`config.mk`:
```
export PLATFORM = sky130hd
export DESIGN_NAME = pif_ctrl
export DESIGN_NICKNAME = d
export VERILOG_FILES = /design/src/hw/rtl/pif_pkg.sv /design/src/hw/rtl/pif_ctrl.sv
export SDC_FILE = /design/constraint.sdc
export NUM_CORES = 1
export LEC_CHECK = 0
export ABC_AREA = 1
export BUFFER_PORTS_ARGS = -buffer_cell sky130_fd_sc_hd__buf_2
export CAP_MARGIN = 20
export CORE_AREA = 3 3 40 42
export DETAILED_ROUTE_END_ITERATION = 16
export DIE_AREA = 0 0 43 45
export PLACE_DENSITY_LB_ADDON = 0.25
export SLEW_MARGIN = 30
export SYNTH_ARGS = -nofsm -noshare
export SYNTH_HDL_FRONTEND = slang
export SYNTH_SLANG_ARGS = --single-unit
```
`constraint.sdc`:
```
create_clock -name clk -period 2.8 [get_ports clk]
set_input_delay 0.56 -clock clk [delete_from_list [all_inputs] [get_ports clk]]
set_output_delay 0.56 -clock clk [all_outputs]
set_load 0.005 [all_outputs]
```
`src/hw/rtl/pif_pkg.sv`:
```
package pif_pkg;

  localparam int MAX_DIGITS_DEF = 16;
  localparam int MAX_WIDTH_DEF = 62;
  localparam int FW_BITS = 6;

  localparam logic [15:0] CH_NUL = 16'h0000;
  localparam logic [15:0] CH_PCT = 16'h0025;
  localparam logic [15:0] CH_ZERO = 16'h0030;
  localparam logic [15:0] CH_ONE = 16'h0031;
  localparam logic [15:0] CH_NINE = 16'h0039;
  localparam logic [15:0] CH_LA = 16'h0061;
  localparam logic [15:0] CH_MINUS = 16'h002d;
  localparam logic [15:0] CH_PLUS = 16'h002b;
  localparam logic [15:0] CH_HASH = 16'h0023;
  localparam logic [15:0] CH_LX = 16'h0078;
  localparam logic [15:0] CH_UX = 16'h0058;
  localparam logic [15:0] CH_SPACE = 16'h0020;
  localparam logic [15:0] CH_LD = 16'h0064;
  localparam logic [15:0] CH_LI = 16'h0069;
  localparam logic [15:0] CH_LU = 16'h0075;
  localparam logic [15:0] CH_LO = 16'h006f;
  localparam logic [15:0] CH_LP = 16'h0070;
  localparam logic [15:0] CH_LC = 16'h0063;
  localparam logic [15:0] CH_LF = 16'h0066;
  localparam logic [15:0] CH_UF = 16'h0046;

  localparam logic [1:0] MODE_TEXT = 2'd0;
  localparam logic [1:0] MODE_FLAGS = 2'd1;
  localparam logic [1:0] MODE_WIDTH = 2'd2;

  typedef struct packed {
    logic [15:0] format_char;
    logic [63:0] argument;
  } in_word_t;

  typedef struct packed {
    logic [15:0] out_char;
    logic        last_of_run;
    logic        unsupported;
    logic        string_end;
  } out_word_t;

  typedef enum logic [3:0] {
    S_IDLE, S_DECODE, S_ONE, S_EXT, S_SETUP, S_PRE1, S_PRE2, S_PAD, S_DRD, S_DOUT
  } state_t;

  typedef enum logic [3:0] {
    CLS_NUL, CLS_TEXT, CLS_OPEN, CLS_WDIG, CLS_FLAG, CLS_PCT, CLS_CONV, CLS_CHAR,
    CLS_UNSUP, CLS_IGNORE
  } cls_t;

  typedef enum logic [2:0] {
    CONV_SDEC, CONV_UDEC, CONV_OCT, CONV_HEX32, CONV_HEX64
  } conv_t;

  typedef enum logic [2:0] {
    SEL_ONE, SEL_PRE1, SEL_PRE2, SEL_PAD, SEL_DIGIT
  } sel_t;

  typedef struct packed {
    logic decode;
    logic ext;
    logic setup;
    logic emit;
    sel_t sel;
    logic rd;
    logic end_dir;
  } cmd_t;

  typedef struct packed {
    cls_t cls;
    logic ext_done;
    logic need_pre1;
    logic need_pre2;
    logic pad_zero;
    logic idx_zero;
    logic out_free;
  } sts_t;

endpackage

```
`src/hw/rtl/pif_ctrl.sv`:
```
module pif_ctrl (
  input  logic          clk,
  input  logic          rst_n,
  input  logic          in_valid,
  output logic          in_ready,
  input  pif_pkg::sts_t sts,
  output pif_pkg::cmd_t cmd
);
  import pif_pkg::*;

  state_t state_r, state_nxt;

  always_ff @(posedge clk) begin
    if (!rst_n) begin
      state_r <= S_IDLE;
    end else begin
      state_r <= state_nxt;
    end
  end

  always_comb begin
    state_nxt = state_r;
    cmd = '0;
    cmd.sel = SEL_ONE;
    in_ready = 1'b0;
    unique case (state_r)
      S_IDLE: begin
        in_ready = 1'b1;
        if (in_valid) state_nxt = S_DECODE;
      end
      S_DECODE: begin
        cmd.decode = 1'b1;
        unique case (sts.cls)
          CLS_NUL, CLS_TEXT, CLS_PCT, CLS_CHAR, CLS_UNSUP: state_nxt = S_ONE;
          CLS_CONV: state_nxt = S_EXT;
          default: state_nxt = S_IDLE;
        endcase
      end
      S_ONE: begin
        if (sts.out_free) begin
          cmd.emit = 1'b1;
          cmd.sel = SEL_ONE;
          state_nxt = S_IDLE;
        end
      end
      S_EXT: begin
        cmd.ext = 1'b1;
        if (sts.ext_done) state_nxt = S_SETUP;
      end
      S_SETUP: begin
        cmd.setup = 1'b1;
        priority if (sts.need_pre1) state_nxt = S_PRE1;
        else if (sts.need_pre2) state_nxt = S_PRE2;
        else state_nxt = S_PAD;
      end
      S_PRE1: begin
        if (sts.out_free) begin
          cmd.emit = 1'b1;
          cmd.sel = SEL_PRE1;
          state_nxt = sts.need_pre2 ? S_PRE2 : S_PAD;
        end
      end
      S_PRE2: begin
        if (sts.out_free) begin
          cmd.emit = 1'b1;
          cmd.sel = SEL_PRE2;
          state_nxt = S_PAD;
        end
      end
      S_PAD: begin
        priority if (sts.pad_zero) begin
          state_nxt = S_DRD;
        end else if (sts.out_free) begin
          cmd.emit = 1'b1;
          cmd.sel = SEL_PAD;
        end
      end
      S_DRD: begin
        cmd.rd = 1'b1;
        state_nxt = S_DOUT;
      end
      S_DOUT: begin
        if (sts.out_free) begin
          cmd.emit = 1'b1;
          cmd.sel = SEL_DIGIT;
          if (sts.idx_zero) begin
            cmd.end_dir = 1'b1;
            state_nxt = S_IDLE;
          end else begin
            state_nxt = S_DRD;
          end
        end
      end
      default: state_nxt = S_IDLE;
    endcase
  end

  a_ready_idle: assert property (@(posedge clk) disable iff (!rst_n)
    in_ready && in_valid |=> state_r == S_DECODE)
    else $error("accepted word not decoded");
  a_emit_free: assert property (@(posedge clk) disable iff (!rst_n)
    cmd.emit |-> sts.out_free)
    else $error("emit into a full output register");
  a_end_last: assert property (@(posedge clk) disable iff (!rst_n)
    cmd.end_dir |-> cmd.emit && sts.idx_zero)
    else $error("directive closed before last digit");

endmodule

```
Yosys cells after proc, flatten, opt, wreduce, memory -nomap -nowiden
Index checks and enable logic that the tools add are counted.
- equal/unequal tests: 21
- muxes and demuxes: 27
- reductions and logical operators: 4
- operator list (kind ; number):
    $mux W4 ; 14
    $pmux W4 S10 ; 1
    $eq A4 B3 Y1 const B ; 7
    $pmux W4 S5 ; 1
    $ne A2 B2 Y1 const B ; 7
    $eq A4 B4 Y1 const B ; 3
    $mux W1 ; 9
    $eq A4 B1 Y1 const B ; 2
    $eq A4 B2 Y1 const B ; 2
    $logic_not A4 Y1 ; 2
    $reduce_and A7 Y1 ; 1
    $reduce_or A5 Y1 ; 1
    $pmux W2 S2 ; 1
    $mux W2 ; 1
- register bits: 4
- bits of input ports: 13
- output and inout bits: 10
- word-level logic and storage cells: 53

Depth between registers and ports, before layout
Gate-level depths: netlist of the first run.
- depth in word-level cells: 4
- mapped depth: 8
- mapped depth without buffers: 8

Worst setup path before layout of the first run
OpenSTA, ideal clock, no wires.
- path type: register -> output
- from: register state_r[1]
- to: output port cmd[5] (netlist bit)
- arrival time: 1038 ps
- required time: 2240 ps
- slack: 1202 ps
- cell stages (with the launch flop): 6
- path buffers: 0
- cell sequence: dfxtp_1 -> nor2_1 -> nand2_1 -> nand2_1 -> o21ai_0 -> a41oi_1
- RTL lines (element ; line ; text):
    start: declaration ; pif_ctrl.sv:11 ; state_t state_r, state_nxt;
    start signal: assignment ; pif_ctrl.sv:17 ; state_r <= state_nxt;
    end: declaration ; pif_ctrl.sv:7 ; output pif_pkg::cmd_t cmd

==> impl_results.md, run 1 <==
* Area after DPL at 637 sq um
* Worst vdd ir at 222 uV
* First-pass GRT wire length at 2130 um
* Initial Utilization at 39.5%
* Post-CTS setup buffer count at 0
* Synth Instances at 98
* Yosys warnings at 0
* Setup TNS at 0 ns
* Design area at 659 sq um
* Core Util, Final at 51.3%
* IO Port Bufs at 22
* Final hold violation count at 0
* Status: completed
* ANT cells at 0
* Critical Path Source Type: register
* Die height at 45 um
* Lkg Pwr at 0.396 nW
* Hold Buf Count CTS at 0
* Gr usage total at 14.2%
* Area grow syn2layout at 29.8%
* Via density at 4.72
* Clk sinks at 4
* Max_cap viols at 0
* Synth Register Bits at 4
* Syn avg cell area at 5.18 sq um
* Most common cell after layout, fill and taps aside: nand2_1
* CTS buffer count at 3
* Biggest registers after layout: state_r: 4 flops
* Biggest register: state_r
* Slew Viols, Final at 0
* Residual DRC at 0
* Drt first pass iters at 4
* Sequential area share after synthesis at 15.8%
* Req. time, crit path at 2.24 ns
* Total gr overflow at 0
* RD Place Congestion at 0.820
* Horiz. Die Dim at 43 um
* Core area at 1280 sq um
* Largest register FFs at 4
* Nets at 138
* Largest net degree at the start of global routing at 10
* Antenna Nets Post-Route at 0
* Clock root cell: clkbuf_4
* Vias in the first global route at 555
* Gates resized, CTS repair at 0
* Post-synth cell types at 16
* Crit path max fanout at 9
* CTS tree: built
* Routed Wire Length at 1270 um
* PwrDens at 339 nW/um^2
* Synthesized Nets at 111
* Mapped Area at 508 sq um
* Min Clock Period, post-route at 2.08 ns
* Met3 Use GR at 2.39%
* Crit end category: output port
* CP cell instances: inv_2 -> nor2_4 -> inv_1 -> nor2_1 -> o21ai_0 -> a41oi_1 -> buf_2
* Worst Tran Pin Value at 0.329 ns
* Max Clock Skew at 0.00379 ns
* Detailed Place HPWL at 1070 um
* Hold/Removal Path Class: reg -> reg
* Arr. time, crit path at 1.52 ns
* Commonest non-fill, non-tap cells in the layout: nand2_1 (29), buf_2 (22), inv_1 (17)
* H-Tree Depth at 1
* DR vias at 652
* Row cnt at 13
* # setup viols final at 0
* DR iter-0 viols at 10
* Share of layout cells above drive strength 1 at 30.9%
* Critical Path Max Stage Delay at 0.41 ns
* Fin cells at 138
* Die area at 1940 sq um
* Max_slew headroom at 78.0%
* Global Route met1 Usage at 18.8%
* Clock Latency Late Sink at 0.23 ns
* Inst Count DP at 135
* Initial antenna violation count at 0
* GRT met2 Usage at 23.1%
* Period Utilization, post-route at 74.2%
* Most crowded layer after global routing: met2
* DR WL/cell at 9.22 um
* Io pins at 23
* RSZ-0062 raised after global routing: no
* Crit Path Class: reg -> out
* Critical path's slowest cell: dfxtp_1
* Clock Tree Buf Depth at 2
* Worst-path clk slew at 0.03 ns
* Fmax at 482 MHz
==> final cells by class <==
| type | count | area, sq um |
|---|---|---|
| Timing Repair Buffer | 22 | 110 |
| Multi-Input combinational cell | 74 | 353 |
| Sequential cell | 4 | 80.1 |
| Clock buffer | 3 | 22.5 |
| Tap cell | 15 | 18.8 |
| Fill cell | 156 | 626 |
| Inverter | 20 | 75.1 |
==> worst paths after layout <==
path	startpoint	end	slack (ns)	cells past startpoint
worst max-delay path	state_r[2]$_SDFFE_PN0P_	cmd[5]	0.72	7
worst min-delay path	state_r[2]$_SDFFE_PN0P_	state_r[2]$_SDFFE_PN0P_	0.53	2
worst max register to register	state_r[1]$_SDFFE_PN0P_	state_r[0]$_SDFFE_PN0P_	1.48	7
worst min register to register	state_r[2]$_SDFFE_PN0P_	state_r[2]$_SDFFE_PN0P_	0.53	2
==> through the flow <==
stage / total power, mW / hold WS, ns / worst slack [ns]
floorplan: 0.127 / 0.498 / 1.20
global route: 0.244 / 0.581 / 0.609
finish: 0.224 / 0.531 / 0.723
CTS: 0.227 / 0.534 / 0.715
detailed placement: 0.154 / 0.529 / 0.968
global placement: 0.154 / 0.536 / 0.955
==> worst max-delay path: cells and delay by family, from the launching register on <==
family | cells | cell delay, ns
and+or+nand+nor | 2 | 0.28
buffers and inverters | 3 | 0.33
DFF | 1 | 0.41
AOI/OAI and AO/OA | 2 | 0.27
==> routing by layer <==
metal  wire length, um  vias to the layer above
met3                61                        2
met5                 0                        -
met1               603                      276
met4                11                        0
li1                  -                      358
met2               595                       16
==> power breakdown <==
group / switching (mW) / total (mW) / internal [mW]
logic: 0.0526 / 0.0849 / 0.0323
registers: 0.00679 / 0.0684 / 0.0617
clock network: 0.0226 / 0.0704 / 0.0479
==> logic make-up (layout without fill, tap and decap cells) <==
kind of cell,Yosys count,after routing,share of synthesized area (%)
AO/OA/AOI/OAI,10,10,12.3
buffers and inverters,20,45,14.8
flip-flops,4,4,15.8
AND/OR/NAND/NOR,64,64,57.1
==> cells in the mapped netlist <==
master    instances  area (sq um)
nand2_2           1          6.26
a41oi_1           1          8.76
o211ai_1          2          15.0
a21oi_2           1          8.76
nor2_4            1          11.3
nand2_1          29           109
nor2_2            6          37.5
o21ai_0           2          10.0
inv_1            17          63.8
nand3_1          13          65.1
dfxtp_1           4          80.1
nor3_1            2          10.0
nor2_1           11          41.3
a21oi_1           4          20.0
nand3_2           1          10.0
inv_2             3          11.3
Power figures use the tool's default switching activity.
==> inputs of run 2 (changes only) <==
Clock period 2.8 ns to 1.67 ns, I/O delays scaled along.
==> impl_results.md, run 2 (synthesis results as in run 1) <==
* Status: completed
* Initial antenna violation count at 0
* Critical R2R Launch: state_r[1]$_SDFFE_PN0P_
* Pre-CTS setup slack at 0.0802 ns
* Critical path's slowest cell: dfxtp_4
* Global Route met1 Usage at 18.6%
* Worst Path Buf+Inv at 2
* Fill count at 119
* Arr. time, crit path at 1.29 ns
* GRT met2 Usage at 29.6%
* Drt first pass iters at 4
* Fmax at 617 MHz
* CP top delay family: flip-flops
* DR WL/cell at 10.4 um
* Critical Path Source Type: register
* CTS tree: built
* Area after DPL at 667 sq um
* Hold Buf Count CTS at 0
* Max_slew headroom at 84.1%
* Lkg Pwr at 0.441 nW
* # setup viols final at 0
* Worst r2r path cells at 10
* Die height at 45 um
* PwrDens at 518 nW/um^2
* Hold/Removal Path Class: in -> reg
* Final hold violation count at 0
* Crit path max fanout at 6
* Residual DRC at 0
* Antenna Nets Post-Route at 0
* Area grow syn2layout at 54.4%
* DR vias at 705
* Critical Path Max Stage Delay at 0.38 ns
* Biggest register: state_r
* First-pass GRT wire length at 2420 um
* Final worst slack at 0.0484 ns
* Max_cap viols at 0
* Clk sinks at 4
* Routed Wire Length at 1520 um
* Nets at 146
* Most common cell after layout, fill and taps aside: nand2_1
* Gr usage total at 16.4%
* H-Tree Depth at 1
* Slew Viols, Final at 0
* Clock root cell: clkbuf_4
* Crit path top cell by count: nand2_1
* Largest net degree at the start of global routing at 8
* Initial Utilization at 39.5%
* Via density at 4.83
* Min Clock Period, post-route at 1.62 ns
* Crit Path Class: reg -> out
* Register-to-Register Setup Slack at 0.24 ns
* Detailed Place HPWL at 1140 um
* Share of layout cells above drive strength 1 at 47.3%
* Req. time, crit path at 1.34 ns
* Setup TNS at 0 ns
* Met3 Use GR at 2.79%
* Commonest non-fill, non-tap cells in the layout: nand2_1 (26), buf_2 (22), inv_1 (14)
* Most crowded layer after global routing: met2
* Clock Tree Buf Depth at 2
* Row cnt at 13
* Die area at 1940 sq um
* Worst-path clk slew at 0.03 ns
* Clock Latency Late Sink at 0.23 ns
* Period Utilization, post-route at 97.1%
* Area of the multi-input gates at 390 sq um
* ANT cells at 0
* CTS buffer count at 3
* RSZ-0062 raised after global routing: yes
* Max Clock Skew at 0.00337 ns
* Worst Tran Pin Value at 0.238 ns
* IO Port Bufs at 22
* Worst vdd ir at 495 uV
* Vias in the first global route at 598
* Core area at 1280 sq um
* Total gr overflow at 0
* RD Place Congestion at 0.815
* Horiz. Die Dim at 43 um
* Core Util, Final at 61.1%
* Design area at 785 sq um
* Hold depth at 3
* Critical R2R Capture: state_r[0]$_SDFFE_PN0P_
* Hold_sp: rst_n
* Hold path endpoint: state_r[0]$_SDFFE_PN0P_
* Largest register FFs at 4
* DR iter-0 viols at 5
* FF+latch area at 95.1 sq um
* Io pins at 23
* CP cell instances: nand2_1 -> inv_2 -> nand2_2 -> nand2_1 -> o21ai_2 -> a41oi_2 -> buf_2
* Crit end category: output port
* Biggest registers after layout: state_r: 4 flops
run 2: cell count changes in the layout (fill, tap and decap cells not counted), sizes merged:
cell | before | now
buf | 22 | 30
run 2: final cells by class:
class / instances / area share [%]
tap: 15 / 2.39
timing repair buffer: 30 / 23.3
sequential: 4 / 12.1
inverter: 20 / 9.57
clock buffer: 3 / 2.87
multi-input combinational: 74 / 49.8
run 2: routing by layer:
| metal | share of wire [%] | up-vias |
|---|---|---|
| met3 | 4.8 | 2 |
| met4 | 0.86 | 0 |
| li1 | - | 376 |
| met1 | 41 | 308 |
| met5 | 0 | - |
| met2 | 53 | 19 |
run 2: what timing repair did:
item | CTS | global route
setup buffers | 2 | 2
pin swaps | 1 | 4
endpoints found under the setup margin | 2 | 2
gates resized for setup | 8 | 14
run 2: worst register-to-register path: cells and delay by family (launching register included):
family                 cells  cell delay [ns]
AOI/OAI and AO/OA          1             0.05
buffers and inverters      3             0.34
and+or+nand+nor            6             0.56
DFF                        1             0.36
run 2: report_power, final:
part | total, mW | switching [mW] | internal (mW) | leakage, nW
clock network | 0.114 | 0.0339 | 0.0800 | 0.0138
registers | 0.119 | 0.0169 | 0.103 | 0.0355
logic | 0.173 | 0.0995 | 0.0737 | 0.391
run 2: worst max-delay path by stage:
stage                             from      to  slack (ns)  depth (start not counted)
2_1_floorplan  state_r[1]$_SDFFE_PN0P_  cmd[5]        0.30                          5
3_3_place_gp   state_r[2]$_SDFFE_PN0P_  cmd[5]        0.14                          7
3_5_place_dp   state_r[2]$_SDFFE_PN0P_  cmd[5]        0.08                          7
4_1_cts        state_r[2]$_SDFFE_PN0P_  cmd[5]        0.01                          6
5_1_grt        state_r[2]$_SDFFE_PN0P_  cmd[5]       -0.01                          6
6_report       state_r[0]$_SDFFE_PN0P_  cmd[5]        0.05                          7
run 2: through the flow:
stage	std cells	total power [mW]	hold slack (ns)
after floorplan	98	0.213	0.498
after global placement	139	0.273	0.518
after detailed placement	139	0.275	0.533
after CTS	144	0.398	0.385
after global routing	146	0.438	0.404
final	146	0.407	0.389
==> inputs of run 3 (changes only) <==
Settings changed: ABC_AREA 1 to unset, CORE_AREA 3 3 40 42 to unset, CORE_MARGIN set to 3, CORE_UTILIZATION set to 40, DIE_AREA 0 0 43 45 to unset.
==> impl_results.md, run 3 <==
* Status: completed
* Initial antenna violation count at 0
* # setup viols final at 0
* Vias in the first global route at 537
* Synth Register Bits at 4
* Yosys warnings at 0
* IO Port Bufs at 22
* Syn avg cell area at 7.44 sq um
* Clock root cell: clkbuf_4
* Clock power share at 17.5%
* Nets at 109
* Worst-path clk slew at 0.03 ns
* Crit Path Class: reg -> out
* Fill count at 105
* RD Place Congestion at 0.853
* CTS buffer count at 3
* CTS tree: built
* Lkg Pwr at 0.307 nW
* DR iter-0 viols at 13
* ANT cells at 0
* Biggest registers after layout: state_r: 4 flops
* Most common cell in the netlist: nand2_1
* Detailed Place HPWL at 1070 um
* DR WL/cell at 12.1 um
* Slew Viols, Final at 0
* Area after DPL at 656 sq um
* Hold Slack at 0.370 ns
* Sw Ratio at 38.5%
* Initial Utilization at 45.0%
* DR vias at 614
* Via density at 5.69
* Post-synth top area cell: dfxtp_1
* Biggest register: state_r
* Share of layout cells above drive strength 1 at 41.5%
* Crit path max fanout at 11
* Worst Tran Pin Value at 0.304 ns
* Commonest non-fill, non-tap cells in the layout: buf_2 (22), nand2_1 (7), nor2_1 (6)
* First-pass GRT wire length at 2350 um
* Area grow syn2layout at 33.9%
* Mapped Area at 520 sq um
* Hold/Removal Path Class: in -> reg
* Antenna Nets Post-Route at 0
* Critical Path Max Stage Delay at 0.36 ns
* Worst vdd ir at 400 uV
* Residual DRC at 0
* Max_slew headroom at 79.6%
* Combinational Power Share at 61.9%
* Post-synth cell types at 38
* Part of the power in registers at 20.6%
* Internal power at 0.400 mW
* Row cnt at 12
* Largest net degree at the start of global routing at 22
* Main synth FF type: dfxtp_1
* Final hold violation count at 0
* Die area at 1770 sq um
* Sw power at 0.250 mW
* Period Utilization, post-route at 92.7%
* Max Clock Skew at 0.00217 ns
* Crit end category: output port
* Drt first pass iters at 4
* Synthesized Nets at 83
* Total gr overflow at 0
* Fmax at 646 MHz
* Critical Path Source Type: register
* Routed Wire Length at 1310 um
* Clock Tree Buf Depth at 2
* PwrDens at 932 nW/um^2
* EDFF count, synth at 0
* Sequential area share after synthesis at 15.4%
* H-Tree Depth at 1
* Clock Latency Late Sink at 0.23 ns
* Critical path's slowest cell: dfxtp_2
* Die height at 42.1 um
* Area contributors post-synth: dfxtp_1 (15%), nand2b_1 (6.0%), o32ai_4 (5.3%)
* Core area at 1160 sq um
* Clk sinks at 4
* Gr usage total at 16.5%
* Synth Instances at 70
* Tot Pwr at 0.650 mW
* Ys async rst share at 0%
* Hold Buf Count CTS at 0
* Largest register FFs at 4
* Design area at 697 sq um
* Arr. time, crit path at 1.21 ns
* Req. time, crit path at 1.34 ns
* Horiz. Die Dim at 42.1 um
* Most common cell after layout, fill and taps aside: buf_2
* Min Clock Period, post-route at 1.55 ns
* Io pins at 23
* Top cells by count, synth: nand2_1 (7), nor2_1 (6), nand2b_1 (5)
* Post-synth top area share at 15.4%
* Max_cap viols at 0
* CP cell instances: nor2_2 -> nand2_1 -> nor2_1 -> and2_1 -> buf_2
-- run 3: final timing paths --
| check | startpoint | to | slack (ns) | depth (start not counted) |
|---|---|---|---|---|
| hold / removal | rst_n | state_r[3]$_SDFFE_PN0P_ | 0.37 | 3 |
| hold reg to reg | state_r[0]$_SDFFE_PN0P_ | state_r[3]$_SDFFE_PN0P_ | 0.62 | 3 |
| setup reg to reg | state_r[1]$_SDFFE_PN0P_ | state_r[1]$_SDFFE_PN0P_ | 0.33 | 4 |
| setup / recovery | state_r[1]$_SDFFE_PN0P_ | cmd[0] | 0.12 | 5 |
-- run 3: power by group through the flow --
stage	logic (mW)	clock network, mW	registers [mW]
floorplan	0.273	0	0.129
global placement	0.391	0	0.134
detailed placement	0.396	0	0.134
CTS	0.403	0.119	0.133
global route	0.447	0.127	0.136
finish	0.402	0.114	0.134
-- run 3: logic make-up after synthesis --
logic type / after synthesis / share of synthesized area (%)
compound gates: 21 / 35.3
xor+xnor: 1 / 1.68
buf+inv: 9 / 8.89
flops: 4 / 15.4
mux: 2 / 5.05
simple gates: 33 / 33.7
-- run 3: cell type report --
type,count,area (sq um),share of cell area [%]
Clock buffer,3,22.5,3.23
Inverter,3,11.3,1.62
Multi-Input combinational cell,57,402,57.6
Sequential cell,4,83.8,12.0
Tap cell,14,17.5,2.51
Timing Repair Buffer,27,160,23.0
-- run 3: stage by stage --
step | std cells | setup WS [ns] | setup TNS (ns) | util, %
3_5_place_dp | 104 | 0.173 | 0 | 56.7
6_report | 108 | 0.121 | 0 | 60.3
2_1_floorplan | 70 | 0.245 | 0 | -
3_3_place_gp | 104 | 0.169 | 0 | 56.7
4_1_cts | 108 | 0.0462 | 0 | 59.6
5_1_grt | 108 | -0.000361 | -0.000361 | 60.3
-- run 3: what timing repair did --
action	in CTS	in global routing
setup buffers	1	0
setup endpoints to repair	3	2
gates resized for setup	2	3
-- run 3: critical path, delay by kind of cell (launching register included) --
family        cells  cell delay (ns)
simple gates      4             0.52
flops             1             0.36
buf+inv           1             0.10
-- run 3: layer usage --
metal  GRT usage, %  routed length, um
met1           21.3                576
met2           26.2                657
met3           4.72                 76
met4           5.59                  0
met5              0                  0
